===== src/design/cwa_pkg.sv =====
package cwa_pkg;

  // Input request kinds carried on the slave tuser
  typedef enum logic [1:0] {
    MODE_TICK      = 2'd0,
    MODE_LOAD_TIME = 2'd1,
    MODE_LOAD_DATE = 2'd2
  } mode_e;

  // Configuration register indexes
  typedef enum logic [1:0] {
    REG_TICKS_PER_SEC = 2'd0,
    REG_ALARM_HOURS   = 2'd1,
    REG_ALARM_MINUTES = 2'd2,
    REG_ALARM_SECONDS = 2'd3
  } reg_idx_e;

  localparam logic [7:0]  TicksPerSecReset = 8'd6;
  localparam logic [4:0]  HourReset        = 5'd18;
  localparam logic [4:0]  DayReset         = 5'd1;
  localparam logic [3:0]  MonthReset       = 4'd1;
  localparam logic [13:0] YearReset        = 14'd1991;

  localparam logic [4:0]  MaxHour   = 5'd23;
  localparam logic [5:0]  MaxMinSec = 6'd59;
  localparam logic [3:0]  MaxMonth  = 4'd12;
  localparam logic [13:0] MaxYear   = 14'd9999;

  // Divisibility by 25: multiply by the inverse of 25 modulo 2^14 and
  // compare against floor((2^14 - 1) / 25)
  localparam logic [13:0] Inv25    = 14'd7209;
  localparam logic [13:0] Div25Max = 14'd655;

  // Calendar and time state
  typedef struct packed {
    logic [7:0]  tick;
    logic [4:0]  hour;
    logic [5:0]  minute;
    logic [5:0]  second;
    logic [4:0]  day;
    logic [3:0]  month;
    logic [13:0] year;
  } clk_state_t;

  // Per-request status flags
  typedef struct packed {
    logic second_pulse;
    logic new_day;
    logic load_rejected;
  } step_flags_t;

  // Gregorian leap year
  function automatic logic is_leap(logic [13:0] y);
    logic [13:0] prod;
    logic        div25;
    prod  = y * Inv25;
    div25 = (prod <= Div25Max);
    if (y[1:0] != 2'd0) begin
      return 1'b0;
    end
    if (!div25) begin
      return 1'b1;
    end
    return (y[3:0] == 4'd0);
  endfunction

  // Days in month m (1..12) of year y
  function automatic logic [4:0] days_in(logic [3:0] m, logic [13:0] y);
    logic [4:0] len;
    unique case (m)
      4'd2:    len = is_leap(y) ? 5'd29 : 5'd28;
      4'd4,
      4'd6,
      4'd9,
      4'd11:   len = 5'd30;
      default: len = 5'd31;
    endcase
    return len;
  endfunction

endpackage


===== src/design/calendar_clock_with_alarm.sv =====
// Real-time clock and calendar with alarm compare. Every request on the slave
// stream (tuser = mode: tick, load time, load date) produces exactly one
// result on the master stream in the cycle after it is accepted. The block takes
// one request per clock cycle: the time/date update is one pass of
// increment-and-compare logic between the state registers and the result
// register, and a new request is accepted whenever the result register is
// empty or being drained in the same cycle. After reset the time is 18:00:00
// on 1 January 1991 and one second passes every 6 ticks. Configuration writes
// (ticks per second, alarm h/m/s) take effect on the next request.
module calendar_clock_with_alarm import cwa_pkg::*; (
  input  logic        clk_i,
  input  logic        rst_ni,
  // configuration write port
  input  logic        cfg_we_i,
  input  logic [1:0]  cfg_idx_i,
  input  logic [7:0]  cfg_wdata_i,
  // request stream
  input  logic        s_axis_tvalid,
  output logic        s_axis_tready,
  // tdata, low bit up: set_hours[6:0], set_minutes[13:7], set_seconds[20:14],
  //   set_day[27:21], set_month[34:28], set_year[48:35], zero pad[55:49]
  input  logic [55:0] s_axis_tdata,
  // tuser: mode[1:0]
  input  logic [1:0]  s_axis_tuser,
  // result stream
  output logic        m_axis_tvalid,
  input  logic        m_axis_tready,
  // tdata, low bit up: hours[4:0], minutes[10:5], seconds[16:11],
  //   day_of_month[21:17], month_number[25:22], year_number[39:26],
  //   second_pulse[40], new_day[41], alarm_match[42], load_rejected[43],
  //   zero pad[47:44]
  output logic [47:0] m_axis_tdata
);

  logic [7:0]  tps_q;
  logic [4:0]  alarm_h_q;
  logic [5:0]  alarm_m_q;
  logic [5:0]  alarm_s_q;
  clk_state_t  state_q, state_d;
  step_flags_t flags;
  logic        accept;
  logic        alarm_hit;
  logic        out_valid_q;
  logic [43:0] out_data_q, out_data_d;

  // Configuration registers
  always_ff @(posedge clk_i or negedge rst_ni) begin
    if (!rst_ni) begin
      tps_q     <= TicksPerSecReset;
      alarm_h_q <= '0;
      alarm_m_q <= '0;
      alarm_s_q <= '0;
    end else if (cfg_we_i) begin
      unique case (reg_idx_e'(cfg_idx_i))
        REG_TICKS_PER_SEC: tps_q     <= cfg_wdata_i;
        REG_ALARM_HOURS:   alarm_h_q <= cfg_wdata_i[4:0];
        REG_ALARM_MINUTES: alarm_m_q <= cfg_wdata_i[5:0];
        REG_ALARM_SECONDS: alarm_s_q <= cfg_wdata_i[5:0];
        default: begin
        end
      endcase
    end
  end

  // Accept when the result slot is free or draining
  assign s_axis_tready = !out_valid_q || m_axis_tready;
  assign accept        = s_axis_tvalid && s_axis_tready;

  cwa_step u_step (
    .state_i        (state_q),
    .ticks_per_sec_i(tps_q),
    .mode_i         (s_axis_tuser),
    .set_hours_i    (s_axis_tdata[6:0]),
    .set_minutes_i  (s_axis_tdata[13:7]),
    .set_seconds_i  (s_axis_tdata[20:14]),
    .set_day_i      (s_axis_tdata[27:21]),
    .set_month_i    (s_axis_tdata[34:28]),
    .set_year_i     (s_axis_tdata[48:35]),
    .state_o        (state_d),
    .flags_o        (flags)
  );

  // Clock and calendar state
  always_ff @(posedge clk_i or negedge rst_ni) begin
    if (!rst_ni) begin
      state_q <= '{tick: '0, hour: HourReset, minute: '0, second: '0,
                   day: DayReset, month: MonthReset, year: YearReset};
    end else if (accept) begin
      state_q <= state_d;
    end
  end

  // Alarm compare against the updated time
  assign alarm_hit = (state_d.hour == alarm_h_q) && (state_d.minute == alarm_m_q) &&
                     (state_d.second == alarm_s_q);

  assign out_data_d = {flags.load_rejected, alarm_hit, flags.new_day, flags.second_pulse,
                       state_d.year, state_d.month, state_d.day,
                       state_d.second, state_d.minute, state_d.hour};

  // Result register: valid flag
  always_ff @(posedge clk_i or negedge rst_ni) begin
    if (!rst_ni) begin
      out_valid_q <= 1'b0;
    end else if (accept) begin
      out_valid_q <= 1'b1;
    end else if (m_axis_tready) begin
      out_valid_q <= 1'b0;
    end
  end

  // Result register: payload
  always_ff @(posedge clk_i) begin
    if (accept) begin
      out_data_q <= out_data_d;
    end
  end

  assign m_axis_tvalid = out_valid_q;
  assign m_axis_tdata  = {4'b0000, out_data_q};

endmodule


===== src/design/cwa_step.sv =====
module cwa_step import cwa_pkg::*; (
  input  clk_state_t  state_i,
  input  logic [7:0]  ticks_per_sec_i,
  input  logic [1:0]  mode_i,
  input  logic [6:0]  set_hours_i,
  input  logic [6:0]  set_minutes_i,
  input  logic [6:0]  set_seconds_i,
  input  logic [6:0]  set_day_i,
  input  logic [6:0]  set_month_i,
  input  logic [13:0] set_year_i,
  output clk_state_t  state_o,
  output step_flags_t flags_o
);

  logic [7:0] limit;
  logic [8:0] cnt;
  logic       sec_wrap, min_wrap, hour_wrap;
  logic [3:0] cur_month;
  logic       day_wrap;
  logic       time_ok, date_ok;
  logic       month_ok;

  // Prescaler: a zero limit behaves as one
  assign limit = (ticks_per_sec_i == 8'd0) ? 8'd1 : ticks_per_sec_i;
  assign cnt   = {1'b0, state_i.tick} + 9'd1;

  // Carry chain through seconds, minutes, hours
  assign sec_wrap  = (state_i.second >= MaxMinSec);
  assign min_wrap  = (state_i.minute >= MaxMinSec);
  assign hour_wrap = (state_i.hour >= MaxHour);

  // Day carry uses a sane month in case the register holds garbage
  assign cur_month = (state_i.month >= 4'd1 && state_i.month <= MaxMonth) ?
                     state_i.month : 4'd1;
  assign day_wrap  = ({1'b0, state_i.day} + 6'd1) > {1'b0, days_in(cur_month, state_i.year)};

  // Load range checks
  assign time_ok  = (set_hours_i <= 7'd23) && (set_minutes_i <= 7'd59) &&
                    (set_seconds_i <= 7'd59);
  assign month_ok = (set_month_i >= 7'd1) && (set_month_i <= 7'd12);
  assign date_ok  = month_ok && (set_year_i <= MaxYear) && (set_day_i >= 7'd1) &&
                    (set_day_i <= {2'b00, days_in(set_month_i[3:0], set_year_i)});

  always_comb begin
    state_o = state_i;
    flags_o = '0;
    unique case (mode_i)
      MODE_TICK: begin
        if (cnt >= {1'b0, limit}) begin
          state_o.tick         = '0;
          flags_o.second_pulse = 1'b1;
          // advance one second
          if (!sec_wrap) begin
            state_o.second = state_i.second + 6'd1;
          end else begin
            state_o.second = '0;
            if (!min_wrap) begin
              state_o.minute = state_i.minute + 6'd1;
            end else begin
              state_o.minute = '0;
              if (!hour_wrap) begin
                state_o.hour = state_i.hour + 5'd1;
              end else begin
                // midnight: advance the date
                state_o.hour    = '0;
                flags_o.new_day = 1'b1;
                if (!day_wrap) begin
                  state_o.day = state_i.day + 5'd1;
                end else begin
                  state_o.day = 5'd1;
                  if (cur_month < MaxMonth) begin
                    state_o.month = cur_month + 4'd1;
                  end else begin
                    state_o.month = 4'd1;
                    state_o.year  = (state_i.year >= MaxYear) ? 14'd0 :
                                    state_i.year + 14'd1;
                  end
                end
              end
            end
          end
        end else begin
          state_o.tick = cnt[7:0];
        end
      end
      MODE_LOAD_TIME: begin
        if (time_ok) begin
          state_o.hour   = set_hours_i[4:0];
          state_o.minute = set_minutes_i[5:0];
          state_o.second = set_seconds_i[5:0];
        end else begin
          flags_o.load_rejected = 1'b1;
        end
      end
      MODE_LOAD_DATE: begin
        if (date_ok) begin
          state_o.day   = set_day_i[4:0];
          state_o.month = set_month_i[3:0];
          state_o.year  = set_year_i;
        end else begin
          flags_o.load_rejected = 1'b1;
        end
      end
      default: begin
        // unused mode: hold state
      end
    endcase
  end

endmodule


===== config.mk =====
export PLATFORM = sky130hd
export DESIGN_NAME = calendar_clock_with_alarm
export DESIGN_NICKNAME = d
export VERILOG_FILES = /design/src/design/cwa_pkg.sv /design/src/design/calendar_clock_with_alarm.sv /design/src/design/cwa_step.sv
export SDC_FILE = /design/constraint.sdc
export NUM_CORES = 1
export LEC_CHECK = 0
export BUFFER_PORTS_ARGS = -buffer_cell sky130_fd_sc_hd__buf_4
export CORE_AREA = 2 2 161 163
export CTS_CLUSTER_SIZE = 12
export DETAILED_ROUTE_END_ITERATION = 7
export DIE_AREA = 0 0 163 165
export GPL_TIMING_DRIVEN = 0
export PLACE_DENSITY = 0.6
export SLEW_MARGIN = 20
export SYNTH_ARGS = -nofsm -noshare
export SYNTH_HDL_FRONTEND = slang
export SYNTH_SLANG_ARGS = --single-unit

===== constraint.sdc =====
create_clock -name clk_i -period 7.25 [get_ports clk_i]
set_input_delay 0.725 -clock clk_i [delete_from_list [all_inputs] [get_ports clk_i]]
set_output_delay 0.725 -clock clk_i [all_outputs]
set_load 0.005 [all_outputs]

==> run metrics, run 1 <==
commonest cells after routing, fill and taps aside nand2_1 (116), buf_4 (115), inv_1 (108); max_slew headroom 0.3446; wire length per cell ~19 um; Clock Sinks 118; die area between 20000 and 30000 um^2; outcome finished, final reports clean; initial drt markers 866; Synth Instances 1098; layout cells sized above 1 0.1771; commonest non-fill, non-tap cell in the layout nand2_1; IO Pins 123; PD cells 255.5 nW/um^2; Yosys reg bits 118; Critical Path RT between 7000 and 8000 ps; Cell Rows 58; number of synthesized flops with an enable pin 44; Main synth FF type dfrtp_1; clock latency on the worst-skew pair 440 ps; Seq. cell area 3194 um^2; fmax 144.3 MHz; async set-reset flop share out of synthesis 0.6271; global route overflow 0; max-slew violation count 0; final cell utilization of the core 0.4719; largest net degree at the start of global routing 75; Synth cell types 84; vias per inst between 5 and 6; number of antenna violations at the first check in global routing 0; clk buf depth 2; vias in the first global route 8578; GRT Overall Usage 0.2350; post-route ant nets 0; final hold violation count 0; dpl hpwl about 23000 um; die span in y between 150 and 200 um; CTS tree done; DRC viols 0; P_leak 5.332 nW; ant diodes 0; H-tree depth 4; DRT Pass-1 Iters 5; CP max FO 10; Final GP Congestion 0.9475; Die W 163 um; clk slew on worst S/H paths 80 ps; CTS Buf Count 17; worst-margin pin slew about 970 ps; Port Buffers 111; max_cap viols 0; Period Utilization, post-route 0.9562; final WL 30430 um; Max VDD drop roughly 0.13 mV; core footprint 25040 um^2; nets 1427; Mean Syn Cell Area 9.016 um^2; Hold WS 322.8 ps; Hold Path Class in -> async; Initial Util 0.3954; first-pass GRT wire length a little under 50000 um; Arr. time, crit path 7190 ps; Setup crit end kind flip-flop; worst clock skew about 15 ps; hold_buf cts 0; Worst Setup Start Kind flip-flop; Layout fillers 2457; root buffer cell clkbuf_16; area grow syn2layout 19.35%; postcts setup bufs 0; endpoints failing setup 0; Multi-input gate area ~6100 um^2; synthesized cell area a little under 10000 um^2; post-layout min period 6932 ps; critical path class reg -> reg; vias 8945; RSZ-0062 raised after global routing false; Syn. warnings 0; sequential area share after synthesis 0.3223
stage by stage:
| stage | cells | total power, W | setup TNS, ps | setup slack (ps) | area [um^2] |
|---|---|---|---|---|---|
| final | 1572 | 0.003019 | 0 | 317.6 | 11820 |
| after global routing | 1572 | 0.003238 | 0 | 11.08 | 11820 |
| after CTS | 1575 | 0.003019 | 0 | 91.59 | 11790 |
| after detailed placement | 1543 | 0.002129 | -11180 | -590.3 | 11180 |
| after global placement | 1542 | 0.002110 | -11390 | -572.6 | 11160 |
| after floorplan | 1101 | 0.001759 | 0 | 980.7 | 9911 |
flip-flops by register name, indices dropped and copies added (netlist names):
signal	cells
alarm_h_q	5
state_q	48
alarm_m_q	6
alarm_s_q	6
out_data_q	44
tps_q	8
m_axis_tvalid	1
logic make-up after synthesis:
kind of cell / synth area share
xor gates and xnor gates: 0.04424
adders and majority gates: 0.1747
buffers and inverters: 0.06307
other: 0.0003788
AOI/OAI and AO/OA: 0.1893
DFF: 0.3223
and+or+nand+nor: 0.1691
muxes: 0.03691
cells in the mapped netlist, drive strengths merged, types with 15 or more instances:
cell    number  area [um^2]
a21o        19        142.6
o21ai       82        410.4
fa          22        440.4
nor2        74        296.5
xnor2       36        315.3
dfrtp       60         1501
inv        108        405.4
nand3       31        155.2
a21oi       48        244.0
nand2      116        435.4
mux2        25        285.3
nand2b      15        93.84
ha         103         1289
edfxtp      44         1321
clkbuf      40        150.1
critical path: stages (launching register included):
cell and delay [ps]:
dfstp_2 650, ha_1 290, ha_1 300, ha_1 270
inv_1 50, fa_1 540, inv_1 40, ha_1 220
fa_1 410, a21o_1 200, a21oi_1 260, xnor2_1 100
nor4_1 370, a31oi_1 160, ha_1 280, a21boi_0 280
o2111ai_1 160, a22o_1 350, a2111o_2 530, or2_2 380
nor2_2 220, and3_1 300, a41oi_1 140, o21ai_1 240
per-layer routing:
metal  share of wire  vias up  track usage
li1                -     4222            -
met1            0.45     4318       0.3328
met2            0.45      354       0.3627
met3           0.073       51      0.04470
met4           0.022        0      0.07401
met5               0        -            0
path summary, 6_finish.rpt:
kind                           startpoint        endpoint  slack, ps  cells after the start
setup reg to reg               state_q[6]  out_data_q[39]        320                     23
max in group asynchronous          rst_ni   m_axis_tvalid       6430                      1
hold / removal                     rst_ni     state_q[29]        320                      1
min in group clk_i         cfg_wdata_i[6]        tps_q[6]        490                      3
setup / recovery               state_q[6]  out_data_q[39]        320                     23
hold reg to reg                  tps_q[0]        tps_q[0]        520                      1
repair_timing:
action                                  CTS  global route
endpoints found under the setup margin   12            42
pin swaps                                 0             2
gates resized for setup                   3            12
cell type report:
| type | instances | share of cell area |
|---|---|---|
| flip-flops and latches | 118 | 0.2704 |
| clock inverters | 15 | 0.01514 |
| clock buffers | 17 | 0.03601 |
| well taps | 330 | 0.03495 |
| multi-input cells | 824 | 0.5187 |
| plain buffers | 48 | 0.01800 |
| repair buffers | 112 | 0.07254 |
| inverters | 108 | 0.03431 |
where the power goes:
group	internal (W)	switching (W)
sequential	0.000828	0.000120
combinational	0.000511	0.000677
clock	0.000468	0.000415
total	0.00181	0.00121
Note: power is estimated with default switching activity, not from simulation.
==> run 2: changes to the inputs <==
--- a/config.mk
+++ b/config.mk
@@ -5,11 +5,12 @@
 export SDC_FILE = /design/constraint.sdc
 export NUM_CORES = 1
 export LEC_CHECK = 0
+export ABC_AREA = 1
 export BUFFER_PORTS_ARGS = -buffer_cell sky130_fd_sc_hd__buf_4
-export CORE_AREA = 2 2 161 163
+export CORE_AREA = 2 2 160 162
 export CTS_CLUSTER_SIZE = 12
 export DETAILED_ROUTE_END_ITERATION = 7
-export DIE_AREA = 0 0 163 165
+export DIE_AREA = 0 0 162 164
 export GPL_TIMING_DRIVEN = 0
 export PLACE_DENSITY = 0.6
 export SLEW_MARGIN = 20
==> run metrics, run 2 <==
outcome finished, final reports clean; Max VDD drop between 0.1 and 0.15 mV; RR Startpoint state_q[6]; root buffer cell clkbuf_16; largest net degree at the start of global routing 75; Arr. time, crit path 6110 ps; final WL about 27000 um; crit-path max cell delay 610 ps; nets 1583; cell depth of the worst setup path 29; max_cap viols 0; sequential area share after synthesis 0.3270; Top reg by flops state_q; Main synth FF type dfrtp_1; Die W 162 um; worst-margin pin slew ~760 ps; vias per inst 5.058; Synth top area share 0.1539; number of antenna violations at the first check in global routing 0; number of synthesized flops with an enable pin 44; Final GP Congestion 0.9171; post-cts resize count 0; most used cell, CP ha_1; post-layout min period ~6000 ps; Initial Util 0.3931; PD cells 267.9 nW/um^2; wire length per cell 15.62 um; R2R setup slack approximately 1300 ps; cell family with most CP delay adder cells; critical path class reg -> reg; Hold WS 185.9 ps; max-slew violation count 0; Worst Setup Start Kind flip-flop; commonest cells after routing, fill and taps aside nand2_1 (323), inv_1 (196), buf_4 (116); Critical Path RT 7380 ps; Synth cell types slightly below 60; largest registers state_q x48, out_data_q x44, tps_q x8; Synth Instances 1250; vias 8741; dpl ws 947.6 ps; synthesized cell area 9757 um^2; CTS tree done; post-route ant nets 0; top cell type by total area after synthesis dfrtp_1; Cell Rows 58; final cell utilization of the core 0.4720; clock latency on the worst-skew pair 430 ps; die span in y approximately 160 um; initial drt markers approximately 680; core footprint 24820 um^2; clk slew on worst S/H paths 70 ps; async set-reset flop share out of synthesis 0.6271; Port Buffers between 100 and 150; commonest non-fill, non-tap cell in the layout nand2_1; Hold Path Class in -> async; DRC viols 0; dpl hpwl just over 20000 um; DRT Pass-1 Iters 5; die area roughly 27000 um^2; Mean Syn Cell Area slightly below 8 um^2; final hold violation count 0; ant diodes 0; IO Pins 123; Clock Sinks 118; fmax 167.2 MHz; global route overflow 0; Syn. warnings 0; endpoints failing setup 0; final worst setup slack 1269 ps; max_slew headroom 0.4918; R2R cell count 29; clk buf depth 2; most frequent cell after synthesis nand2_1; vias in the first global route ~8300; GRT Overall Usage 0.2110; Period Utilization, post-route 0.8250; CP max-delay cell dfstp_2; first-pass GRT wire length 43800 um; hold_buf cts 0; CTS Buf Count 17; Setup crit end kind flip-flop; synth cell count leaders nand2_1 (323), inv_1 (196), ha_1 (103), o21ai_0 (94), nand3_1 (84); Yosys reg bits 118; P_leak 5.968 nW; area grow syn2layout 20.07%; RSZ-0062 raised after global routing false; worst clock skew approximately 13 ps; largest cells by area after synthesis dfrtp_1 (15%), edfxtp_1 (14%), ha_1 (13%); Setup TNS 0 ps; worst path bufs/invs 4; layout cells sized above 1 0.1574; RR Endpoint out_data_q[34]; H-tree depth 4; CP max FO 9; max reg flops 48; postcts setup bufs 0
[run 2: cell families (layout without fill, tap and decap cells)]
family | after synthesis | in the layout | synth area share
AO/OA/AOI/OAI | 194 | 194 | 0.1162
XOR/XNOR | 46 | 46 | 0.04129
adder cells (fa/ha/maj) | 125 | 125 | 0.1772
buffers and inverters | 235 | 380 | 0.09579
flip-flops | 118 | 118 | 0.3270
other | 1 | 4 | 0.0003843
AND/OR/NAND/NOR | 531 | 531 | 0.2421
[run 2: stage by stage]
stage / cell area [um^2] / cells / power (W)
2_1_floorplan: 9768 / 1253 / 0.001839
3_3_place_gp: 11010 / 1694 / 0.002182
3_5_place_dp: 11050 / 1695 / 0.002208
4_1_cts: 11690 / 1727 / 0.003159
5_1_grt: 11720 / 1728 / 0.003398
6_report: 11720 / 1728 / 0.003139
[run 2: layout make-up]
class                           instances  area [um^2]
Clock buffer                           17        425.4
Buffer                                 32        173.9
Inverter                              203        764.5
Timing Repair Buffer                  113        888.4
Clock inverter                         15        216.5
Fill cell                            2478        13100
Tap cell                              330        412.9
Sequential cell                       118         3191
Multi-Input combinational cell        900         5643
[run 2: worst max path at each step]
stage                      from              to  slack [ps]
2_1_floorplan  s_axis_tdata[35]     state_q[14]        1990
3_3_place_gp   s_axis_tdata[38]      state_q[0]         940
3_5_place_dp   s_axis_tdata[38]      state_q[0]         950
4_1_cts              state_q[6]  out_data_q[32]        1240
5_1_grt              state_q[6]      state_q[3]         830
6_report             state_q[6]  out_data_q[34]        1270
[run 2: where the power goes]
group          internal [W]  switching, W
combinational      0.000505      0.000729
clock              0.000584      0.000356
sequential         0.000837      0.000127
[run 2: metal layers]
layer / track usage / wire length, um
met4: 0.06235 / 532
met3: 0.04419 / 1690
met5: 0 / 0
met2: 0.3377 / 12160
met1: 0.2885 / 12600
[run 2: worst reg2reg max path, delay by kind of cell, from the launching register on]
| kind | cells | cell delay (ps) |
|---|---|---|
| simple gates | 8 | 1010 |
| buf+inv | 4 | 300 |
| flops | 1 | 610 |
| compound gates | 10 | 1460 |
| fa+ha+maj | 7 | 2280 |
==> run 3: changes to the inputs <==
--- a/config.mk
+++ b/config.mk
@@ -12,7 +12,7 @@
 export DETAILED_ROUTE_END_ITERATION = 7
 export DIE_AREA = 0 0 162 164
 export GPL_TIMING_DRIVEN = 0
-export PLACE_DENSITY = 0.6
+export PLACE_DENSITY = 0.62
 export SLEW_MARGIN = 20
 export SYNTH_ARGS = -nofsm -noshare
 export SYNTH_HDL_FRONTEND = slang
==> constraint.sdc (replaced) <==
create_clock -name clk_i -period 5.23 [get_ports clk_i]
set_input_delay 0.523 -clock clk_i [delete_from_list [all_inputs] [get_ports clk_i]]
set_output_delay 0.523 -clock clk_i [all_outputs]
set_load 0.005 [all_outputs]
==> run metrics, run 3 (same netlist as run 2, synthesis figures left out) <==
outcome complete, but fails checks; failing checks negative setup slack; post-layout min period 5422 ps; GRT Overall Usage 0.2150; commonest cells after routing, fill and taps aside nand2_1 (307), inv_1 (186), buf_4 (137); largest registers state_q x48, out_data_q x44, tps_q x8; Hold WS 121.0 ps; Period Utilization, post-route 1.037; vias in the first global route 8701; Cell Rows a little under 60; max reg flops 48; nets 1619; Layout fillers 2419; final cell count without fillers 1764; RR Endpoint out_data_q[34]; worst clock skew between 10 and 15 ps; Port Buffers ~110; clk buf depth 2; Placed Cells incl. Taps 1695; IO Pins approximately 120; CTS tree done; post-route ant nets 0; largest net degree at the start of global routing 75; vias 8988; core footprint between 20000 and 25000 um^2; Worst Setup Start Kind flip-flop; global route overflow 0; CP max FO 10; Clock Sinks 118; number of antenna violations at the first check in global routing 0; RSZ-0062 raised after global routing true; die span in y 164 um; Critical Path RT about 5300 ps; final WL 28340 um; max_cap viols 0; DRT Pass-1 Iters 5; area grow syn2layout 27.74%; vias per inst 5.095; Multi-input gate area 6162 um^2; die area 26570 um^2; first-pass GRT wire length 44910 um; Arr. time, crit path about 5500 ps; endpoints failing setup 31; layout cells sized above 1 0.2427; final hold violation count 0; final cell utilization of the core 0.5022; ant diodes 0; critical path class reg -> reg; R2R setup slack -190 ps; Setup TNS -2961 ps; DRC viols 0; Initial Util 0.3931; Die W 162 um; max-slew violation count 0; P_leak 6.134 nW; Hold Path Class in -> async; commonest non-fill, non-tap cell in the layout nand2_1; Max VDD drop 0.1882 mV; root buffer cell clkbuf_16; RR Startpoint state_q[1]; dpl hpwl a little over 20000 um; worst-margin pin slew about 960 ps; Final GP Congestion 0.9345; R2R cell count 24; CTS Buf Count 17; fmax 184.4 MHz; clk slew on worst S/H paths about 70 ps; Top reg by flops state_q; wire length per cell between 15 and 20 um; PD cells 352.9 nW/um^2; Seq. cell area 3194 um^2; Setup crit end kind flip-flop; max_slew headroom 0.3628; final worst setup slack -191.6 ps; initial drt markers 650; H-tree depth 4; clock latency on the worst-skew pair between 400 and 500 ps
==> run 3: changes by cell type in the layout (fill, tap and decap cells not counted), sizes merged <==
cell / delta
clkbuf: +1
inv: -4
clkinv: +5
clkinvlp: +2
bufinv: -4
buf: +36
==> run 3: area by class of cell <==
cell class / instances / share of cell area
buffer: 32 / 0.01526
clock buffer: 18 / 0.03443
clock inverter: 14 / 0.008433
inverter: 203 / 0.06224
multi-input combinational: 900 / 0.4944
sequential: 118 / 0.2563
tap: 330 / 0.03313
timing repair buffer: 149 / 0.09577
==> run 3: worst max-delay path by stage <==
stage | from | to
2_1_floorplan | state_q[1] | out_data_q[24]
3_3_place_gp | s_axis_tdata[38] | state_q[14]
3_5_place_dp | s_axis_tdata[38] | state_q[5]
4_1_cts | state_q[6] | out_data_q[34]
5_1_grt | state_q[1] | out_data_q[26]
6_report | state_q[1] | out_data_q[34]
==> run 3: layer usage <==
metal | track usage | up-vias | routed length (um)
li1 | - | 4449 | -
met1 | 0.2892 | 4155 | 12350
met2 | 0.3563 | 334 | 13360
met3 | 0.03081 | 50 | 1942
met4 | 0.07321 | 0 | 697
met5 | 0 | - | 0
==> run 3: worst max-delay path: stages, from the launching register on <==
cell and delay, ps:
dfstp_2 570, fa_1 430, ha_1 290, ha_1 290
inv_2 40, fa_1 460, fa_1 550, inv_2 50
ha_4 260, o21bai_1 100, nand4_1 100, a21oi_2 180
nand3_4 110, nand3_2 90, o21ai_2 60, ha_1 280
a21oi_2 120, o211ai_1 130, o22ai_2 170, inv_2 90
nor2_8 180, buf_6 170, nand3_1 90, nand3_2 80
o211ai_1 220
==> run 3: metrics by stage <==
step / cell area (um^2) / total power (W) / worst slack (ps)
floorplan: 9768 / 0.002549 / 108.7
global placement: 11010 / 0.003018 / -884.1
detailed placement: 11040 / 0.003060 / -893.4
CTS: 12010 / 0.004252 / -242.1
global route: 12460 / 0.004754 / -440.7
finish: 12460 / 0.004398 / -191.6
==> run 3: timing repair <==
item	4_1_cts	5_1_grt
pin swaps	38	73
setup endpoints to repair	46	46
hold buffers	0	0
resized for setup	63	92
cloned	0	1
buffers inserted	27	10
==> run 3: report_power, final <==
part | switching, W | internal, W | leakage, nW
combinational | 0.00115 | 0.000844 | 4.53
sequential | 0.000162 | 0.00116 | 1.34
clock | 0.000477 | 0.000607 | 0.258
